## config.mk

```make
export PLATFORM = sky130hd
export DESIGN_NAME = rdmc_ctrl
export DESIGN_NICKNAME = d
export VERILOG_FILES = /design/src/design/rdmc_pkg.sv /design/src/design/rdmc_ctrl.sv
export VERILOG_INCLUDE_DIRS = /design/src /design/src/design
export SDC_FILE = /design/constraint.sdc
export NUM_CORES = 1
export LEC_CHECK = 0
export BUFFER_PORTS_ARGS = -buffer_cell sky130_fd_sc_hd__buf_2
export CAP_MARGIN = 20
export CORE_UTILIZATION = 35
export CTS_CLUSTER_DIAMETER = 100
export DETAILED_ROUTE_END_ITERATION = 12
export PLACE_DENSITY = 0.66
export SKIP_LAST_GASP = 1
export SLEW_MARGIN = 40
export SYNTH_ARGS = -nofsm -noshare
export SYNTH_HDL_FRONTEND = slang
export SYNTH_SLANG_ARGS = --single-unit
```

## constraint.sdc

```tcl
create_clock -name clk_i -period 2.2 [get_ports clk_i]
set_clock_uncertainty 0.05 [all_clocks]
set_input_delay 0.44 -clock clk_i [delete_from_list [all_inputs] [get_ports clk_i]]
set_output_delay 0.44 -clock clk_i [all_outputs]
set_load 0.005 [all_outputs]
```

## src/design/assert_macros.svh

```systemverilog
// ----------------------------------------------------------------------------
// Assertion macros
// Concurrent assertion shorthands, sampled on clk_i, disabled in reset.
// ----------------------------------------------------------------------------
`ifndef ASSERT_MACROS_SVH
`define ASSERT_MACROS_SVH

// plain property
`define RDMC_ASSERT(lbl, prop, msg) \
  lbl: assert property (@(posedge clk_i) disable iff (!rst_ni) prop) else $error(msg);

// overlapping implication
`define RDMC_ASSERT_IMPL(lbl, ante, cons, msg) \
  `RDMC_ASSERT(lbl, (ante) |-> (cons), msg)

`endif

```

## src/design/rdmc_pkg.sv

```systemverilog
// ----------------------------------------------------------------------------
// rdmc_pkg
// Types and constants shared by the maze carver controller and datapath.
// ----------------------------------------------------------------------------
`default_nettype none

package rdmc_pkg;

  localparam int COORD_W    = 5;
  localparam int COORD_SPAN = 32;
  localparam int DIR_IDX_W  = 2;
  localparam int MASK_W     = 4;
  localparam int SIZE_W     = 6;
  localparam int NUM_DIRS   = 4;
  localparam int CFG_IDX_W  = 1;

  localparam logic [SIZE_W-1:0] GRID_SIZE_RESET = 6'd16;

  localparam logic [CFG_IDX_W-1:0] CFG_GRID_WIDTH  = 1'b0;
  localparam logic [CFG_IDX_W-1:0] CFG_GRID_HEIGHT = 1'b1;

  localparam logic [DIR_IDX_W-1:0] DIR_NORTH = 2'd0;
  localparam logic [DIR_IDX_W-1:0] DIR_SOUTH = 2'd1;
  localparam logic [DIR_IDX_W-1:0] DIR_EAST  = 2'd2;
  localparam logic [DIR_IDX_W-1:0] DIR_WEST  = 2'd3;

  typedef enum logic [1:0] {
    OP_START = 2'd0,
    OP_STEP  = 2'd1,
    OP_READ  = 2'd2,
    OP_NONE  = 2'd3
  } opcode_e;

  typedef enum logic [2:0] {
    KIND_EDGE    = 3'd0,
    KIND_DONE    = 3'd1,
    KIND_STARTED = 3'd2,
    KIND_READ    = 3'd3,
    KIND_REJECT  = 3'd4
  } kind_e;

  typedef enum logic [1:0] {
    GRD_RD_NONE = 2'd0,
    GRD_RD_CELL = 2'd1,
    GRD_RD_NB   = 2'd2,
    GRD_RD_ITEM = 2'd3
  } grd_rd_e;

  typedef enum logic [1:0] {
    GRD_WR_NONE  = 2'd0,
    GRD_WR_CLEAR = 2'd1,
    GRD_WR_CELL  = 2'd2,
    GRD_WR_NB    = 2'd3
  } grd_wr_e;

  typedef struct packed {
    opcode_e              opcode;
    logic [COORD_W-1:0]   cell_x;
    logic [COORD_W-1:0]   cell_y;
    logic [1:0]           swap_pick_three;
    logic [1:0]           swap_pick_two;
    logic                 swap_pick_one;
  } in_t;

  typedef struct packed {
    kind_e                kind;
    logic [COORD_W-1:0]   from_x;
    logic [COORD_W-1:0]   from_y;
    logic [MASK_W-1:0]    carve_dir;
    logic [COORD_W-1:0]   to_x;
    logic [COORD_W-1:0]   to_y;
    logic [MASK_W-1:0]    cell_mask;
  } out_t;

  typedef struct packed {
    logic [COORD_W-1:0]   x;
    logic [COORD_W-1:0]   y;
    logic [DIR_IDX_W-1:0] d;
  } stk_entry_t;

  typedef struct packed {
    logic    load_item;
    logic    cnt_clear;
    logic    base_start;
    logic    base_nb;
    logic    push;
    logic    pop;
    grd_rd_e grd_rd;
    grd_wr_e grd_wr;
    logic    emit;
    kind_e   emit_kind;
  } ctrl_cmd_t;

  typedef struct packed {
    opcode_e opcode;
    logic    start_ok;
    logic    read_ok;
    logic    stack_empty;
    logic    geo_ok;
    logic    cell_seen;
    logic    nb_free;
    logic    clr_last;
    logic    push_last;
  } dp_stat_t;

  function automatic logic [MASK_W-1:0] dir_bit(input logic [DIR_IDX_W-1:0] d);
    return MASK_W'(1) << d;
  endfunction

endpackage

`default_nettype wire

```

## src/design/rdmc_ctrl.sv

```systemverilog
// ----------------------------------------------------------------------------
// rdmc_ctrl
// Sequencer for start, carve step and read commands of the maze carver.
// ----------------------------------------------------------------------------
`default_nettype none
`include "assert_macros.svh"

module rdmc_ctrl (
  input  wire logic                 clk_i,
  input  wire logic                 rst_ni,
  input  wire logic                 start_i,
  output logic                      busy_o,
  input  wire rdmc_pkg::dp_stat_t   stat_i,
  output rdmc_pkg::ctrl_cmd_t       cmd_o
);

  typedef enum logic [3:0] {
    S_IDLE,
    S_DECODE,
    S_CLEAR,
    S_PUSH,
    S_POP,
    S_LOOK,
    S_CELL,
    S_NB,
    S_WRNB,
    S_READ
  } state_e;

  state_e state_q, state_d;
  logic   is_start_q, is_start_d;

  always_comb begin
    cmd_o      = '0;
    state_d    = state_q;
    is_start_d = is_start_q;
    case (state_q)
      S_IDLE: begin
        if (start_i) begin
          cmd_o.load_item = 1'b1;
          state_d         = S_DECODE;
        end
      end
      S_DECODE: begin
        case (stat_i.opcode)
          rdmc_pkg::OP_START: begin
            if (stat_i.start_ok) begin
              cmd_o.cnt_clear  = 1'b1;
              cmd_o.base_start = 1'b1;
              is_start_d       = 1'b1;
              state_d          = S_CLEAR;
            end else begin
              cmd_o.emit      = 1'b1;
              cmd_o.emit_kind = rdmc_pkg::KIND_REJECT;
              state_d         = S_IDLE;
            end
          end
          rdmc_pkg::OP_STEP: state_d = S_POP;
          rdmc_pkg::OP_READ: begin
            if (stat_i.read_ok) cmd_o.grd_rd = rdmc_pkg::GRD_RD_ITEM;
            state_d = S_READ;
          end
          default: state_d = S_IDLE;
        endcase
      end
      S_READ: begin
        cmd_o.emit      = 1'b1;
        cmd_o.emit_kind = rdmc_pkg::KIND_READ;
        state_d         = S_IDLE;
      end
      S_CLEAR: begin
        cmd_o.grd_wr = rdmc_pkg::GRD_WR_CLEAR;
        if (stat_i.clr_last) state_d = is_start_q ? S_PUSH : S_IDLE;
      end
      S_PUSH: begin
        cmd_o.push = 1'b1;
        if (stat_i.push_last) begin
          cmd_o.emit      = 1'b1;
          cmd_o.emit_kind = is_start_q ? rdmc_pkg::KIND_STARTED : rdmc_pkg::KIND_EDGE;
          is_start_d      = 1'b0;
          state_d         = S_IDLE;
        end
      end
      S_POP: begin
        if (stat_i.stack_empty) begin
          cmd_o.emit      = 1'b1;
          cmd_o.emit_kind = rdmc_pkg::KIND_DONE;
          state_d         = S_IDLE;
        end else begin
          cmd_o.pop = 1'b1;
          state_d   = S_LOOK;
        end
      end
      S_LOOK: begin
        if (stat_i.geo_ok) begin
          cmd_o.grd_rd = rdmc_pkg::GRD_RD_CELL;
          state_d      = S_CELL;
        end else begin
          state_d = S_POP;
        end
      end
      S_CELL: begin
        if (stat_i.cell_seen) begin
          state_d = S_POP;
        end else begin
          cmd_o.grd_rd = rdmc_pkg::GRD_RD_NB;
          state_d      = S_NB;
        end
      end
      S_NB: begin
        if (stat_i.nb_free) begin
          cmd_o.grd_wr = rdmc_pkg::GRD_WR_CELL;
          state_d      = S_WRNB;
        end else begin
          state_d = S_POP;
        end
      end
      S_WRNB: begin
        cmd_o.grd_wr  = rdmc_pkg::GRD_WR_NB;
        cmd_o.base_nb = 1'b1;
        state_d       = S_PUSH;
      end
      default: state_d = S_IDLE;
    endcase
  end

  always_ff @(posedge clk_i or negedge rst_ni) begin
    if (!rst_ni) begin
      state_q    <= S_CLEAR;
      is_start_q <= 1'b0;
    end else begin
      state_q    <= state_d;
      is_start_q <= is_start_d;
    end
  end

  assign busy_o = (state_q != S_IDLE);

  `RDMC_ASSERT_IMPL(a_pop_nonempty, cmd_o.pop, !stat_i.stack_empty, "pop on empty stack")
  `RDMC_ASSERT_IMPL(a_accept_busy, start_i && !busy_o, ##1 busy_o, "busy not raised after beat")

endmodule

`default_nettype wire

```

Yosys cells after proc, flatten, opt, wreduce, memory -nomap -nowiden
Index checks and enable logic that the tools add are counted.
Word-level totals
  word-level logic and storage cells: 61
  input bits: 13
  output and inout bits: 15
  register bits after elaboration: 5
Cells by class
  muxes and demuxes: 37
  equality and inequality tests: 16
  reduce and logical (&&, ||, !) cells: 6
Operators with widths (number)
  $pmux 4 s9: 1
  $mux 4: 8
  $mux 2: 12
  $eq 4x3->1 const B: 4
  $pmux 4 s4: 1
  $pmux 2 s3: 2
  $pmux 4 s3: 1
  $mux 1: 10
  $eq 4x2->1 const B: 2
  $eq 4x4->1 const B: 2
  $ne 2x2->1 const B: 4
  $eq 4x1->1 const B: 1
  $logic_not 4->1: 1
  $reduce_and 4->1: 1
  $reduce_bool 4->1: 1
  $mux 3: 1
  $reduce_and 3->1: 1
  $eq 2x1->1 const B: 1
  $eq 2x2->1 const B: 1
  $logic_not 2->1: 1
  $ne 2x1->1 const B: 1
  $pmux 1 s2: 1
  $reduce_bool 2->1: 1

Depth between registers and ports, before layout
  word-level depth: 3
  depth in mapped cells: 6
  mapped depth without buffers: 5

Worst setup path after synthesis
Ideal clock, no wire load.
  path type: reg-to-output
  start: reg state_q[1]
  end: out cmd_o[3] in the netlist's numbering
  path slack: 465 ps
  cell stages (with the launch flop): 5
  path buffers: 0
  arrival time: 1245 ps
  data required time: 1710 ps
  cell sequence: dfstp_2 -> and2b_4 -> nand3b_2 -> nor3_1 -> or3b_1
RTL lines
  start, declared: line rdmc_ctrl.sv:30  | state_e state_q, state_d;
  start signal, assigned: line rdmc_ctrl.sv:132  | state_q <= state_d;
  end, declared: line rdmc_ctrl.sv:14  | output rdmc_pkg::ctrl_cmd_t cmd_o

==> results_dict.tcl <==
set metrics [dict create \
    final_cells 114 \
    swShare_pct 44.1 \
    mostFrequentLayoutCells "buf_2, nand2_1, buf_4" \
    diodes 0 \
    pwr-share-seq_pct 26.6 \
    worst-path-max-fanout 9 \
    initial_core_util_pct 39.4 \
    fmaxAchievable_mhz 468 \
    synth_warnings 0 \
    core.rowCount 13 \
    die_h_um 41.0 \
    cp-end-kind "output port" \
    fin_ws_ns 0.0646 \
    clock_power_share_pct 12.7 \
    switching_power_mw 0.357 \
    synth_fa_ha_area_share_pct 0 \
    drv_slew 0 \
    power_density_nw_per_um2 1120 \
    holdCritPathClass "input pin to register" \
    yosysSeqAreaShare_pct 23.8 \
    fin_tns_setup_ns 0 \
    synth_top_family_by_area "simple AND/OR/NAND/NOR gates" \
    synth_mux_area_share_pct 3.76 \
    final_nets 113 \
    fp.coreArea_um2 1350 \
    final_core_util_pct 53.8 \
    synth_compound_area_share_pct 20.7 \
    synthXorXnorAreaFrac_pct 1.65 \
    internal_power_mw 0.453 \
    vias 603 \
    placed_area_um2 656 \
    setup_viol 0 \
    port_buffers 27 \
    grt.total_usage_pct 17.9 \
    syn-cell-area_um2 532 \
    pre_cts_ws_ns 0.192 \
    rsz0062_at_grt "yes" \
    grt_pass1_wl_um 1950 \
    cts_tree "yes" \
    drtAntennaViolNets 0 \
    max_slew_margin_pct 74.4 \
    met3_usage_pct 1.63 \
    grt_use_met1_pct 22.0 \
    grt_overflow 0 \
    clk_pin_slew_ns 0.04 \
    viasPerCell 5.29 \
    synth-async-reset-ratio_pct 100 \
    power.total_mw 0.810 \
    drive_gt1_share_pct 43.4 \
    total_leakage_power_nw 0.386 \
    gp_congestion 0.812 \
    area_growth_pct 36.5 \
    drtIter0Drc 15 \
    routed_wl_um 1350 \
    vdd_drop_max_v 0.000699 \
    drt_pass1_iterations 4 \
    startpoint_type "register" \
    use_met2_pct 30.5 \
    cp.required_ns 1.71 \
    hpwlAfterDp_um 1060 \
    post-route-drc-count 0 \
    ys_ff_latch 5 \
    syn_area_per_cell_um2 7.82 \
    ys_types 40 \
    root_buffer "clkbuf_4" \
    antenna_found_initial 0 \
    comb_power_share_pct 60.7 \
    syn_inst 68 \
    clk_path_buf_depth 2 \
    whs_ns 0.424 \
    synth_fp_nets 81 \
    worst-setup-path-type "register to output port" \
    worstPathArrival_ns 1.65 \
    fin_area_um2 726 \
    final_common_cell "buf_2" \
    worstMarginPinSlew_ns 0.374 \
    clkLatencyLatePin_ns 0.23 \
    grt_pass1_vias 489 \
    synth_edf_count 0 \
    die_w_um 41.0 \
    busiest_layer "met2" \
    cts.sinks 5 \
    cts_made_buffers 3 \
    synth_ff_type "dfrtp_1" \
    status "finished clean" \
    dieArea_um2 1680 \
    ios 28 \
    cap_violations 0 \
    finalCritPeriodShare_pct 97.1 \
    synth_simple_gate_area_share_pct 39.5 \
    cts_htree_levels 1 \
    grt_max_degree 12 \
    drt-wirelength-per-cell_um 11.8 \
    dp.cells 106 \
    hold_viol_final 0 \
    finalCriticalPeriod_ns 2.14 \
]
-- repair_timing --
| action | 4_1_cts | 5_1_grt |
|---|---|---|
| gates resized for setup | 0 | 3 |
| pin swaps | 0 | 0 |
| buffers inserted | 3 | 0 |
| setup endpoints to repair | 1 | 5 |
| cloned | 0 | 0 |
| hold buffers | 1 | 0 |
| endpoints found under the hold margin | 4 | 0 |
-- cell type report --
| cell class | count | area [um^2] |
|---|---|---|
| Fill cell | 145 | 624 |
| Timing Repair Buffer | 33 | 183 |
| Inverter | 3 | 11.3 |
| Clock buffer | 4 | 26.3 |
| Tap cell | 15 | 18.8 |
| Sequential cell | 5 | 128 |
| Multi-Input combinational cell | 54 | 359 |
-- cells in the mapped netlist (all sizes together) (2+ instances only) --
| library cell | number | share of area, % |
|---|---|---|
| nand2 | 9 | 6.4 |
| buf | 5 | 7.5 |
| nor2 | 5 | 4.0 |
| nor3 | 5 | 4.7 |
| dfrtp | 4 | 19 |
| inv | 3 | 2.1 |
| nand3b | 3 | 4.9 |
| o21ai | 3 | 2.8 |
| a21oi | 2 | 1.9 |
| and2b | 2 | 3.5 |
| and3 | 2 | 2.4 |
| mux2i | 2 | 3.8 |
| nand2b | 2 | 2.4 |
-- metal layers --
layer	part of all wire (%)	routed length, um	vias up
met1	44	594	276
met2	51	688	18
met3	4.5	61	0
met5	0	0	-
li1	-	-	309
met4	0	0	0
-- worst max-delay path, stage by stage (launching register included) --
cell and delay, ns:
dfrtp_1 0.54, nand2b_1 0.18, nor2_1 0.06, nand2_1 0.07
a21oi_1 0.06, or3b_1 0.36, buf_2 0.13
-- logic make-up (layout without fill, tap and decap cells) --
kind of cell | after synthesis | in the layout
buffers and inverters | 9 | 40
XOR/XNOR | 1 | 1
multiplexers | 2 | 2
AO/OA/AOI/OAI | 15 | 15
AND/OR/NAND/NOR | 36 | 36
flip-flops | 5 | 5
-- registers in the layout, indices dropped and copies added (netlist names) --
| name | count |
|---|---|
| state_q | 4 |
| is_start_q | 1 |
-- power by group through the flow --
stage,clock network [mW],registers (mW),logic (mW)
after CTS,0.109,0.204,0.482
after detailed placement,0,0.217,0.452
after global placement,0,0.219,0.447
after floorplan,0,0.161,0.401
after global routing,0.119,0.221,0.552
final,0.103,0.215,0.492
-- path summary, 6_finish.rpt --
| check | from | to | slack [ns] | cells past startpoint |
|---|---|---|---|---|
| setup / recovery | state_q[3] | cmd_o[3] | 0.06 | 6 |
| hold / removal | stat_i[5] | state_q[2] | 0.42 | 2 |
| setup reg to reg | state_q[1] | state_q[1] | 0.28 | 6 |
| hold reg to reg | is_start_q | is_start_q | 0.52 | 1 |
| max in group asynchronous | rst_ni | state_q[1] | 1.39 | 2 |
| min in group asynchronous | rst_ni | state_q[3] | 0.50 | 2 |
Power figures use the tool's default switching activity.
